## src/sv/tdpt_pkg.sv

```systemverilog
// Package of the trial-division prime tester: widths, result codes and link types.
`default_nettype none
package tdpt_pkg;

  localparam int unsigned VALUE_WIDTH = 16;
  localparam int unsigned SQ_WIDTH    = VALUE_WIDTH + 1;
  localparam int unsigned CNT_WIDTH   = $clog2(VALUE_WIDTH + 1);

  localparam logic [1:0] COUNT_ZERO  = 2'd0;
  localparam logic [1:0] COUNT_ONE   = 2'd1;
  localparam logic [1:0] COUNT_PRIME = 2'd2;
  localparam logic [1:0] COUNT_CAP   = 2'd3;

  // Request from the sequencer to the remainder unit.
  typedef struct packed {
    logic                   start;
    logic [VALUE_WIDTH-1:0] dividend;
    logic [VALUE_WIDTH-1:0] divisor;
  } mod_req_t;

  // Status back from the remainder unit.
  typedef struct packed {
    logic done;
    logic rem_zero;
  } mod_rsp_t;

  // Finished result offered by the sequencer.
  typedef struct packed {
    logic       valid;
    logic       is_prime;
    logic [1:0] count;
  } result_t;

endpackage
`default_nettype wire

```

## src/sv/tdpt_mod.sv

```systemverilog
// Bit-serial restoring remainder unit: one dividend bit per cycle.
`default_nettype none
module tdpt_mod (
  input  wire logic              clk_i,
  input  wire logic              rst_ni,
  input  wire tdpt_pkg::mod_req_t req_i,
  output tdpt_pkg::mod_rsp_t     rsp_o
);

  logic                                busy_q, busy_d;
  logic                                done_q, done_d;
  logic [tdpt_pkg::CNT_WIDTH-1:0]      cnt_q, cnt_d;
  logic [tdpt_pkg::VALUE_WIDTH-1:0]    sh_q, sh_d;
  logic [tdpt_pkg::VALUE_WIDTH-1:0]    rem_q, rem_d;
  logic [tdpt_pkg::VALUE_WIDTH-1:0]    div_q, div_d;
  logic [tdpt_pkg::VALUE_WIDTH:0]      trial;
  logic [tdpt_pkg::VALUE_WIDTH:0]      diff;
  logic                                ge;

  // Shift the next dividend bit into the partial remainder, subtract if it fits.
  assign trial = {rem_q, sh_q[tdpt_pkg::VALUE_WIDTH-1]};
  assign ge    = trial >= {1'b0, div_q};
  assign diff  = trial - {1'b0, div_q};

  always_comb begin
    busy_d = busy_q;
    done_d = 1'b0;
    cnt_d  = cnt_q;
    sh_d   = sh_q;
    rem_d  = rem_q;
    div_d  = div_q;
    if (req_i.start) begin
      busy_d = 1'b1;
      cnt_d  = tdpt_pkg::CNT_WIDTH'(tdpt_pkg::VALUE_WIDTH);
      sh_d   = req_i.dividend;
      rem_d  = '0;
      div_d  = req_i.divisor;
    end else if (busy_q) begin
      cnt_d = cnt_q - 1'b1;
      sh_d  = {sh_q[tdpt_pkg::VALUE_WIDTH-2:0], 1'b0};
      rem_d = ge ? diff[tdpt_pkg::VALUE_WIDTH-1:0] : trial[tdpt_pkg::VALUE_WIDTH-1:0];
      if (cnt_q == tdpt_pkg::CNT_WIDTH'(1)) begin
        busy_d = 1'b0;
        done_d = 1'b1;
      end
    end
  end

  always_ff @(posedge clk_i or negedge rst_ni) begin
    if (!rst_ni) begin
      busy_q <= 1'b0;
      done_q <= 1'b0;
      cnt_q  <= '0;
    end else begin
      busy_q <= busy_d;
      done_q <= done_d;
      cnt_q  <= cnt_d;
    end
  end

  always_ff @(posedge clk_i) begin
    sh_q  <= sh_d;
    rem_q <= rem_d;
    div_q <= div_d;
  end

  assign rsp_o.done     = done_q;
  assign rsp_o.rem_zero = (rem_q == '0);

endmodule
`default_nettype wire

```

## src/sv/tdpt_seq.sv

```systemverilog
// Sequencer: steps trial divisors up to the square root and forms the result.
`default_nettype none
module tdpt_seq (
  input  wire logic                             clk_i,
  input  wire logic                             rst_ni,
  input  wire logic                             start_i,
  input  wire logic [tdpt_pkg::VALUE_WIDTH-1:0] candidate_i,
  input  wire logic                             take_i,
  output logic                                  idle_o,
  output tdpt_pkg::result_t                     res_o,
  output tdpt_pkg::mod_req_t                    req_o,
  input  wire tdpt_pkg::mod_rsp_t               rsp_i
);

  typedef enum logic [1:0] {
    ST_IDLE,
    ST_CHECK,
    ST_RUN,
    ST_DONE
  } state_e;

  state_e                            state_q;
  logic [1:0]                        count_q;
  logic [tdpt_pkg::VALUE_WIDTH-1:0]  n_q;
  logic [tdpt_pkg::VALUE_WIDTH-1:0]  d_q;
  logic [tdpt_pkg::SQ_WIDTH-1:0]     sq_q;
  logic                              sq_over;

  // Divisor square exceeds the candidate: no more divisors to try.
  assign sq_over = sq_q > {1'b0, n_q};

  always_ff @(posedge clk_i or negedge rst_ni) begin
    if (!rst_ni) begin
      state_q <= ST_IDLE;
    end else begin
      unique case (state_q)
        ST_IDLE: begin
          if (start_i) begin
            state_q <= ST_CHECK;
          end
        end
        ST_CHECK: begin
          if (n_q <= tdpt_pkg::VALUE_WIDTH'(1) || sq_over) begin
            state_q <= ST_DONE;
          end else begin
            state_q <= ST_RUN;
          end
        end
        ST_RUN: begin
          if (rsp_i.done) begin
            state_q <= rsp_i.rem_zero ? ST_DONE : ST_CHECK;
          end
        end
        ST_DONE: begin
          if (take_i) begin
            state_q <= ST_IDLE;
          end
        end
        default: state_q <= ST_IDLE;
      endcase
    end
  end

  always_ff @(posedge clk_i) begin
    unique case (state_q)
      ST_IDLE: begin
        n_q  <= candidate_i;
        d_q  <= tdpt_pkg::VALUE_WIDTH'(2);
        sq_q <= tdpt_pkg::SQ_WIDTH'(4);
      end
      ST_CHECK: begin
        if (n_q == '0) begin
          count_q <= tdpt_pkg::COUNT_ZERO;
        end else if (n_q == tdpt_pkg::VALUE_WIDTH'(1)) begin
          count_q <= tdpt_pkg::COUNT_ONE;
        end else begin
          count_q <= tdpt_pkg::COUNT_PRIME;
        end
      end
      ST_RUN: begin
        if (rsp_i.done) begin
          if (rsp_i.rem_zero) begin
            count_q <= tdpt_pkg::COUNT_CAP;
          end
          // Advance: (d+1)^2 = d^2 + 2d + 1.
          sq_q <= sq_q + {d_q, 1'b1};
          d_q  <= d_q + 1'b1;
        end
      end
      ST_DONE: begin
      end
      default: begin
      end
    endcase
  end

  assign idle_o         = (state_q == ST_IDLE);
  assign res_o.valid    = (state_q == ST_DONE);
  assign res_o.is_prime = (count_q == tdpt_pkg::COUNT_PRIME);
  assign res_o.count    = count_q;

  assign req_o.start    = (state_q == ST_CHECK) && (n_q > tdpt_pkg::VALUE_WIDTH'(1)) && !sq_over;
  assign req_o.dividend = n_q;
  assign req_o.divisor  = d_q;

endmodule
`default_nettype wire

```

## src/sv/trial_division_prime_test_top.sv

```systemverilog
// Usage: trial-division prime tester for unsigned 16-bit candidates.
// Input channel: in_valid_i / in_stall_o with candidate_i; one item is taken
//   when in_valid_i is high and in_stall_o is low. The block works on one
//   item at a time and stalls input until the sequencer hands off its result.
// Output channel: out_valid_o / out_stall_i with is_prime_o and divisor_count_o
//   (0, 1, 2 or 3 meaning three or more); one item per candidate.
// Candidates 0 and 1 finish without the remainder unit. Otherwise each trial
//   divisor takes one pass through the bit-serial remainder unit, and divisors
//   run from 2 up to the square root; a composite stops at its smallest factor.
// The remainder unit sets the pace; a new candidate waits for the last result.
// The output register holds a finished item while the receiver stalls, and a
//   new candidate is accepted meanwhile; the next result waits in the sequencer.
// Reset (rst_ni low, asynchronous) drops any item in flight and clears
//   out_valid_o.
`default_nettype none
module trial_division_prime_test_top (
  input  wire logic                             clk_i,
  input  wire logic                             rst_ni,
  input  wire logic                             in_valid_i,
  output logic                                  in_stall_o,
  input  wire logic [tdpt_pkg::VALUE_WIDTH-1:0] candidate_i,
  output logic                                  out_valid_o,
  input  wire logic                             out_stall_i,
  output logic                                  is_prime_o,
  output logic [1:0]                            divisor_count_o
);

  tdpt_pkg::mod_req_t mod_req;
  tdpt_pkg::mod_rsp_t mod_rsp;
  tdpt_pkg::result_t  res;
  logic               seq_idle;
  logic               start;
  logic               take;
  logic               out_valid_q;
  logic               is_prime_q;
  logic [1:0]         count_q;

  assign in_stall_o = !seq_idle;
  assign start      = in_valid_i && seq_idle;
  // Load the output register when it is empty or being drained.
  assign take       = res.valid && (!out_valid_q || !out_stall_i);

  tdpt_seq u_seq (
    .clk_i       (clk_i),
    .rst_ni      (rst_ni),
    .start_i     (start),
    .candidate_i (candidate_i),
    .take_i      (take),
    .idle_o      (seq_idle),
    .res_o       (res),
    .req_o       (mod_req),
    .rsp_i       (mod_rsp)
  );

  tdpt_mod u_mod (
    .clk_i  (clk_i),
    .rst_ni (rst_ni),
    .req_i  (mod_req),
    .rsp_o  (mod_rsp)
  );

  always_ff @(posedge clk_i or negedge rst_ni) begin
    if (!rst_ni) begin
      out_valid_q <= 1'b0;
    end else if (take) begin
      out_valid_q <= 1'b1;
    end else if (!out_stall_i) begin
      out_valid_q <= 1'b0;
    end
  end

  always_ff @(posedge clk_i) begin
    if (take) begin
      is_prime_q <= res.is_prime;
      count_q    <= res.count;
    end
  end

  assign out_valid_o     = out_valid_q;
  assign is_prime_o      = is_prime_q;
  assign divisor_count_o = count_q;

endmodule
`default_nettype wire

```

## config.mk

```make
export PLATFORM = sky130hd
export DESIGN_NAME = trial_division_prime_test_top
export DESIGN_NICKNAME = d
export VERILOG_FILES = /design/src/sv/tdpt_pkg.sv /design/src/sv/tdpt_mod.sv /design/src/sv/tdpt_seq.sv /design/src/sv/trial_division_prime_test_top.sv
export SDC_FILE = /design/constraint.sdc
export NUM_CORES = 1
export LEC_CHECK = 0
export ABC_AREA = 0
export BUFFER_PORTS_ARGS = -buffer_cell sky130_fd_sc_hd__buf_2
export CAP_MARGIN = 20
export CORE_ASPECT_RATIO = 0.6
export CORE_UTILIZATION = 50
export DETAILED_ROUTE_END_ITERATION = 10
export PLACE_DENSITY = 0.69
export REMOVE_ABC_BUFFERS = 1
export SYNTH_ARGS = -nofsm -noshare
export SYNTH_HDL_FRONTEND = slang
export SYNTH_HIERARCHICAL = 1
export SYNTH_SLANG_ARGS = --single-unit
```

## constraint.sdc

```tcl
create_clock -name clk_i -period 3.2 [get_ports clk_i]
set_input_delay 0.16 -clock clk_i [delete_from_list [all_inputs] [get_ports clk_i]]
set_output_delay 0.16 -clock clk_i [all_outputs]
set_load 0.05 [all_outputs]
```

==> results of run 1 <==
[cells in the final DEF (no fill, tap or decap), types with 5 or more instances in the layout]
cell           synthesis  layout
nand4_1                9       9
and3_1                 6       6
dfxtp_1               16      16
nor2b_1                7       7
mux2_2                15      15
nor2_1                68      68
buf_2                  0      24
xor2_1                17      17
a21oi_1               39      38
nand3_1               11      11
inv_1                 47      47
o311a_1                6       6
nand2_1               44      43
a21o_1                17      17
xnor2_1               18      18
clkbuf_16              0       9
a211oi_1               5       5
nor3_1                 8       8
o211ai_1               8       8
nor4_1                11      11
dlygate4sd3_1          0      17
nand2b_1              14      14
edfxtp_1              86      86
ha_1                  50      50
o21ai_0               28      28
and2_1                 5       5
buf_4                  5      11
dfrtp_1               10      10
[cells in the mapped netlist, types with 9 or more instances]
library cell / count
nand2b_1: 14
xnor2_1: 18
nand3_1: 11
nand2_1: 44
ha_1: 50
nor2_1: 68
inv_1: 47
edfxtp_1: 86
nor4_1: 11
clkbuf_1: 9
xor2_1: 17
a21o_1: 17
dfrtp_1: 10
mux2_2: 15
a21oi_1: 39
nand4_1: 9
o21ai_0: 28
dfxtp_1: 16
[final cells by class]
class                           instances  area, µm²
Clock buffer                            9        225
Clock inverter                          7       85.1
Fill cell                            1089       5510
Inverter                               48        180
Multi-Input combinational cell        461       3270
Sequential cell                       112       3150
Tap cell                              170        213
Timing Repair Buffer                   52        373
[power groups by stage]
stage,Clock (µW),Sequential (µW),Combinational (µW)
floorplan,0,1580,0.0164
global route,1230,1550,32.4
detailed placement,0,1580,13.9
global placement,0,1580,12.9
finish,1140,1550,30.0
CTS,1170,1550,29.6
[state kept, by name, summed over array words and instances, names as in the netlist]
signal and cells:
u_seq/sq_q 17, u_mod/rem_q 16, divisor_count_o 2, is_prime_o 1, u_seq/state_q 2, u_mod/div_q 16, u_mod/sh_q 16, out_valid_o 1
u_mod/cnt_q 5, u_seq/count_q 2, u_mod/done_q 1, u_seq/d_q 16, u_seq/n_q 16, u_mod/busy_q 1
[worst reg2reg max path, delay by kind of cell, from the launching register on]
kind / cells / cell delay (ns)
AOI/OAI and AO/OA: 4 / 0.89
adders and majority gates: 1 / 0.34
buffers and inverters: 1 / 0.25
DFF: 1 / 0.47
and+or+nand+nor: 4 / 0.75
[per-stage QoR]
step                total power, µW  area, µm²  worst slack, ns  hold WS [ns]  utilization, %
finish                         2710       7500            0.468        0.0368            57.6
global route                   2810       7500            0.335        0.0423            57.6
CTS                            2740       7500            0.514        0.0271            57.6
detailed placement             1590       7020            0.552        0.0289            53.9
global placement               1590       7020            0.631        0.0248            53.9
floorplan                      1580       6590           -0.209        -0.136               -
[final timing paths]
path	endpoint	slack, ns	depth (start not counted)
min in group asynchronous	out_valid_o	0.19	2
worst max-delay path	u_mod/rem_q[14]	0.47	10
worst min-delay path	out_valid_o	0.04	2
max in group asynchronous	u_seq/state_q[1]	2.83	2
worst min register to register	divisor_count_o[1]	0.48	0
worst max register to register	u_mod/rem_q[14]	0.47	10
[layer usage]
metal / track usage, % / share of wire, %
met2: 31.4 / 39
met1: 38.4 / 51
met4: 3.06 / 0.48
met5: 0 / 0
met3: 5.91 / 9.1
[kinds of logic after synthesis]
group,count (synthesis),synth area share (%)
mux,19,3.09
buf+inv,70,5.22
fa+ha+maj,52,9.84
xor+xnor,35,4.53
compound gates,150,15.3
simple gates,205,15.4
flops,112,46.6
==> metrics.txt, run 1 <==
outcome=completed; count of cell types in the netlist=72; Switching Share=21.5%; Critical Path Fanout Max=25; post_cts resized=0; WL/cell=18.6 µm; Gate power share=1.1%; Via Count=5156; sw power=583 µW; postcts setup bufs=0; total gr overflow=0; placed cell count=826; die footprint=0.0140 mm²; Hold Vio Cnt, Final=0; gpl congestion=0.918; share of layout cells above drive strength 1=13.4%; Synth area leaders=edfxtp_1, ha_1, dfxtp_1, nor2_1, dfrtp_1; Bufs and invs on worst path=1; Worst setup EP type=flip-flop; HPWL Detailed=11700 µm; Routed Antenna Nets=0; Worst EP required=3.50 ns; Top Ports=25; Port Buf Inserts=24; Mapped Area=0.00676 mm²; register area share after synthesis=46.6%; number of synthesized flops with an enable pin=86; post-synthesis register bit count=112; Top FF cell, synth=edfxtp_1; Post-route DRC=0; worst skew pair latency=0.35 ns; Finish-stage setup viols=0; Max-Slew Margin vs Limit=54.1%; CTS tree=built; clk sinks=112; RSZ-0062 raised after global routing=no; global-route wire length before repair=25600 µm; Mean Syn Cell Area=10.5 µm²; fin nets=756; Die Span Y=92.1 µm; largest net degree at the start of global routing=34; clk slew on worst S/H paths=0.08 ns; Rows=32; pwr dens=362 mW/mm²; initial antenna violation count=0; vias in the first global route=4715; drt initial violations=555; Crit Path Category=flip-flop to flip-flop; cell internal pwr=2130 µW; Area Overhead vs Synth=10.9%; clock buffer depth=2; CP peak stage delay=0.50 ns; Worst Skew=0.0125 ns; Sequential Power Share=57.0%; Synth area leader=edfxtp_1; max-slew violations=0; Setup crit start kind=flip-flop; CP max-delay cell=o41ai_1; Clk pwr share=41.9%; length of the first detailed-routing pass in iterations=5; reg2reg start=u_seq/sq_q[12]; Setup TNS=0 ns; # H-tree levels=3; Die X-Extent=152 µm; Post-synth ARST share=8.93%; ANT cells=0; fmax=366 MHz; Critical path origin=u_seq/sq_q[12]; synth warn=6; Hold Path Class=input pin to flip-flop; CP arrival=3.03 ns; CP Cell Sequence=ha_1 -> nand3_1 -> or3_1 -> nor2_1 -> a21oi_1 -> o221ai_1 -> nand2_2 -> buf_4 -> o41ai_1 -> a31o_2; core area=0.0130 mm²; initial cell density of the core=52.0%; CP top delay family=compound AO/OA/AOI/OAI gates; Tightest Pin Transition=0.688 ns; Leak=0.00304 µW; post-synth top area share=38.2%; Post-Layout Cell Count=859; hold_sp=out_stall_i; # Max-Cap Violations=0; peak supply drop=0.285 mV; fin crit share=85.4%; post-detailed-route via-to-cell ratio=6.00; Post-Syn Instances=643; gr usage total=23.7%; CTS Buf Count=9; drt total wl=15900 µm; Final Critical Period=2.73 ns; Hold-fix buffers, CTS=17; clk root buf=clkbuf_16
Power figures use the tool's default switching activity.
==> run 2, diff against run 1 <==
--- a/config.mk
+++ b/config.mk
@@ -5,13 +5,14 @@
 export SDC_FILE = /design/constraint.sdc
 export NUM_CORES = 1
 export LEC_CHECK = 0
-export ABC_AREA = 0
 export BUFFER_PORTS_ARGS = -buffer_cell sky130_fd_sc_hd__buf_2
 export CAP_MARGIN = 20
 export CORE_ASPECT_RATIO = 0.6
 export CORE_UTILIZATION = 50
 export DETAILED_ROUTE_END_ITERATION = 10
+export MAX_ROUTING_LAYER = met4
 export PLACE_DENSITY = 0.69
+export RECOVER_POWER = 100
 export REMOVE_ABC_BUFFERS = 1
 export SYNTH_ARGS = -nofsm -noshare
 export SYNTH_HDL_FRONTEND = slang
==> run 2 against run 1 <==
The run now ends with max-capacitance violations, max-slew violations left. Register-to-register slack worse by 0.15 ns. Combinational power hardly changed. Maximum frequency fell by 5.1%. Setup slack lost 0.15 ns. Sequential cell count unchanged. Non-clock buffer count unchanged. Sequential power hardly changed. Largest cell class unchanged. Final area is 0.70% lower.
==> metrics.txt, run 2 (synthesis results as in run 1) <==
sw power=586 µW; total gr overflow=0; postcts setup bufs=0; fin nets=756; vias in the first global route=4730; ANT cells=0; Routed Antenna Nets=0; clk sinks=112; Rows=32; hold_sp=out_stall_i; RSZ-0062 raised after global routing=no; Critical Path Fanout Max=15; CP top delay family=simple AND/OR/NAND/NOR gates; gpl congestion=0.935; length of the first detailed-routing pass in iterations=5; clk root buf=clkbuf_16; placed cell count=826; Top Ports=25; global-route wire length before repair=25400 µm; initial antenna violation count=0; Worst setup EP type=flip-flop; # Max-Cap Violations=1; Clk pwr share=42.0%; share of layout cells above drive strength 1=11.2%; commonest non-fill, non-tap cell in the layout=edfxtp_1; Port Buf Inserts=24; most frequent cells in the layout=edfxtp_1, nor2_1, ha_1; initial cell density of the core=52.0%; R2R depth=8; r2r setup slk=0.32 ns; Sequential Power Share=56.9%; cell internal pwr=2130 µW; Top reg by flops=u_seq/sq_q; WL/cell=18.3 µm; Post-route DRC=0; Bufs and invs on worst path=2; Crit Path Category=flip-flop to flip-flop; max-slew violations=29; Hold Slack=0.0217 ns; Leak=0.00300 µW; largest net degree at the start of global routing=30; worst skew pair latency=0.35 ns; Tightest Pin Transition=1.65 ns; Die Span Y=92.1 µm; pwr dens=365 mW/mm²; max FFs per register=17; Max-Slew Margin vs Limit=-9.87%; Final Critical Period=2.88 ns; failing checks=max-capacitance violations, max-slew violations; Worst EP required=3.41 ns; gr usage total=24.2%; core area=0.0130 mm²; fmax=347 MHz; outcome=finished, violations left; Setup TNS=0 ns; Place WS=0.525 ns; Hold Path Class=input pin to flip-flop; Hold Vio Cnt, Final=0; Area Overhead vs Synth=10.1%; Hold-fix buffers, CTS=17; CP Cell Sequence=inv_1 -> ha_1 -> nand4_1 -> or2_0 -> o41ai_4 -> buf_4 -> or2_0 -> a311oi_1; CP max-delay cell=or2_0; CTS Buf Count=9; Finish-stage setup viols=0; drt total wl=15700 µm; # H-tree levels=3; post_cts resized=0; HPWL Detailed=11500 µm; CP peak stage delay=0.59 ns; drt initial violations=422; critical path's most frequent cell=or2_0; peak supply drop=0.240 mV; end of the worst hold path=out_valid_o; CTS tree=built; final core occ=57.2%; Cells on Worst Hold Path=2; Layout fillers=1105; CP arrival=3.09 ns; clock buffer depth=2; Setup crit start kind=flip-flop; setup ws final=0.321 ns; Gate power share=1.1%; Worst R2R End=u_mod/rem_q[0]; reg2reg start=u_mod/div_q[6]; fin crit share=90.0%; Worst Skew=0.0152 ns; clk slew on worst S/H paths=0.08 ns; Switching Share=21.6%; Post-Layout Cell Count=859; die footprint=0.0140 mm²; Die X-Extent=152 µm; Via Count=5038; post-detailed-route via-to-cell ratio=5.86
-- run 2: changes by cell type in the layout (fill, tap and decap cells not counted), moves of 2 or more --
cell / change
clkbuf_1: +9
buf_2: -6
buf_4: -3
and2_0: +2
and2_1: -2
clkinv_8: -2
or2_0: +2
-- run 2: cell type report --
type	instances	area, µm²	share of cell area (%)
clock inverters	7	80.1	1.08
repair buffers	52	354	4.75
flip-flops and latches	112	3150	42.3
clock buffers	9	225	3.02
multi-input cells	461	3240	43.5
well taps	170	213	2.86
inverters	48	180	2.42
-- run 2: worst max-delay path by stage --
stage | startpoint | end | slack, ns | depth (start not counted)
2_1_floorplan | u_seq/sq_q[13] | u_mod/sh_q[0] | -0.21 | 9
3_3_place_gp | u_seq/sq_q[12] | u_mod/sh_q[4] | 0.62 | 8
3_5_place_dp | u_seq/n_q[15] | u_mod/sh_q[0] | 0.53 | 9
4_1_cts | u_seq/n_q[15] | u_mod/sh_q[15] | 0.52 | 9
5_1_grt | u_mod/rem_q[11] | u_mod/rem_q[0] | 0.19 | 8
6_report | u_mod/div_q[6] | u_mod/rem_q[0] | 0.32 | 8
-- run 2: per-layer routing --
metal / GRT usage [%] / up-vias / routed length, µm
met1: 37.7 / 2400 / 8360
met2: 31.5 / 193 / 6070
li1: - / 2436 / -
met3: 5.29 / 9 / 1230
met5: - / - / 0
met4: 4.68 / 0 / 79
-- run 2: power groups by stage --
stage / clock, µW / combinational, µW / sequential, µW
CTS: 1160 / 29.2 / 1550
floorplan: 0 / 0.0164 / 1580
detailed placement: 0 / 13.6 / 1580
global route: 1210 / 32.0 / 1550
global placement: 0 / 12.8 / 1580
finish: 1140 / 29.8 / 1550
-- run 2: stage by stage --
step           total power [µW]  area (µm²)
5_1_grt                    2790        7450
3_5_place_dp               1590        7020
2_1_floorplan              1580        6590
4_1_cts                    2740        7490
3_3_place_gp               1590        7020
6_report                   2720        7450
==> run 3, diff against run 2 <==
==> constraint.sdc (replaced) <==
create_clock -name clk_i -period 3.2 [get_ports clk_i]
set_input_delay 0.32 -clock clk_i [delete_from_list [all_inputs] [get_ports clk_i]]
set_output_delay 0.32 -clock clk_i [all_outputs]
set_load 0.05 [all_outputs]
==> run 3 against run 2 <==
The run still ends with max-capacitance violations, max-slew violations left. Total power shrank 0.81%. Clock-buffer cell count unchanged. Die area unchanged. Setup slack got worse by 0.0087 ns. First-iteration DRC count grew 6.2%. Non-clock buffer count shrank 16. Sequential cell count did not move. Critical path depth is 1 lower. Final area decreased by 2.2%. Utilization is 1.2 points lower. Register-to-register slack about the same. Maximum frequency shrank 0.30%. Largest power group unchanged.
==> metrics.txt, run 3 (synthesis results as in run 1) <==
outcome=finished, violations left; failing checks=max-capacitance violations, max-slew violations; share of layout cells above drive strength 1=11.4%; Worst Skew=0.0130 ns; drt total wl=15400 µm; CP arrival=3.09 ns; max-slew violations=29; # H-tree levels=3; core area=0.0130 mm²; Post-Layout Cell Count=843; CTS tree=built; Finish-stage setup viols=0; initial antenna violation count=0; fin nets=740; Setup crit start kind=flip-flop; R2R depth=7; Worst R2R End=u_mod/rem_q[0]; largest net degree at the start of global routing=30; r2r setup slk=0.31 ns; Die Span Y=92.1 µm; total gr overflow=0; Via Count=4974; Layout fillers=1126; CP max-delay cell=or2_0; WL/cell=18.2 µm; Critical Path Fanout Max=15; placed cell count=826; drt initial violations=448; HPWL Detailed=11500 µm; commonest non-fill, non-tap cell in the layout=edfxtp_1; multi-input logic area=0.00324 mm²; # Max-Cap Violations=1; sw power=577 µW; fin crit share=90.2%; Hold Vio Cnt, Final=0; vias in the first global route=4630; Final Critical Period=2.89 ns; Rows=32; Leak=0.00293 µW; Tightest Pin Transition=1.65 ns; most frequent cells in the layout=edfxtp_1, nor2_1, ha_1; clock buffer depth=2; fmax=346 MHz; post-detailed-route via-to-cell ratio=5.90; critical path's most frequent cell=or2_0; Area Overhead vs Synth=7.75%; Worst setup EP type=flip-flop; RSZ-0062 raised after global routing=no; Routed Antenna Nets=0; Clk pwr share=42.1%; CP Cell Sequence=ha_1 -> nand4_1 -> or2_0 -> o41ai_4 -> buf_4 -> or2_0 -> a311oi_1; Die X-Extent=152 µm; reg2reg start=u_mod/rem_q[6]; Top Ports=25; Seq. cell area=0.00315 mm²; hold_sp=candidate_i[11]; Crit Path Category=flip-flop to flip-flop; length of the first detailed-routing pass in iterations=5; setup ws final=0.312 ns; worst skew pair latency=0.35 ns; post_cts resized=0; end of the worst hold path=u_seq/n_q[11]; Port Buf Inserts=24; cell internal pwr=2120 µW; Place WS=0.525 ns; clk sinks=112; gr usage total=23.7%; Cells on Worst Hold Path=1; Post-route DRC=0; ANT cells=0; Max-Slew Margin vs Limit=-10.1%; Switching Share=21.4%; clk slew on worst S/H paths=0.08 ns; Gate power share=0.5%; Top reg by flops=u_seq/sq_q; pwr dens=370 mW/mm²; CTS Buf Count=9; Worst EP required=3.41 ns; max FFs per register=17; CP peak stage delay=0.59 ns; die footprint=0.0140 mm²; global-route wire length before repair=24900 µm; Sequential Power Share=57.4%; peak supply drop=0.240 mV; initial cell density of the core=52.0%; Hold Path Class=input pin to flip-flop; gpl congestion=0.935; clk root buf=clkbuf_16
## run 3: cell count changes in the layout (fill, tap and decap cells not counted)
| cell | previous run | this run |
|---|---|---|
| dlygate4sd3_1 | 17 | 1 |
## run 3: cell type report
class / instances / share of cell area, %
clock inverter: 7 / 1.10
sequential: 112 / 43.3
multi-input combinational: 461 / 44.5
clock buffer: 9 / 3.09
tap: 170 / 2.92
inverter: 48 / 2.47
timing repair buffer: 36 / 2.66
## run 3: worst max path at each step
stage,startpoint,to,slack [ns],cells after the start
floorplan,u_seq/sq_q[13],u_mod/sh_q[0],-0.21,9
CTS,u_seq/n_q[15],u_mod/sh_q[15],0.52,9
detailed placement,u_seq/n_q[15],u_mod/sh_q[0],0.53,9
global placement,u_seq/sq_q[12],u_mod/sh_q[4],0.62,8
global route,u_mod/rem_q[11],u_mod/rem_q[0],0.19,8
finish,u_mod/rem_q[6],u_mod/rem_q[0],0.31,7
## run 3: repair_timing
item / CTS / global route
buffers inserted: 0 / 0
hold buffers: 1 / 0
hold endpoints to repair: 10 / 0
## run 3: routing by layer
layer / GRT usage [%] / vias up / wire length, µm
li1: - / 2408 / -
met1: 37.4 / 2390 / 8310
met2: 30.0 / 167 / 5810
met3: 5.29 / 9 / 1160
met4: 4.68 / 0 / 79
met5: - / - / 0
## run 3: critical path: cells and delay by family (launching register included)
family | cells | cell delay (ns)
AO/OA/AOI/OAI | 2 | 0.57
adder cells (fa/ha/maj) | 1 | 0.43
buffers and inverters | 1 | 0.27
flip-flops | 1 | 0.37
AND/OR/NAND/NOR | 3 | 1.08
## run 3: through the flow
step,total power [µW],hold slack [ns],utilization [%],TNS [ns],cell area (µm²)
after floorplan,1580,0.0244,-,-3.36,6590
after global placement,1590,0.185,53.9,0,7020
after detailed placement,1590,0.185,53.9,0,7020
after CTS,2730,0.123,56.4,0,7330
after global routing,2780,0.115,56.0,0,7290
final,2690,0.137,56.0,0,7290
## run 3: power by group through the flow
| stage | clock (µW) | combinational (µW) | sequential (µW) |
|---|---|---|---|
| floorplan | 0 | 0.0164 | 1580 |
| global placement | 0 | 12.8 | 1580 |
| detailed placement | 0 | 13.6 | 1580 |
| CTS | 1160 | 14.5 | 1550 |
| global route | 1210 | 15.7 | 1550 |
| finish | 1130 | 13.9 | 1550 |
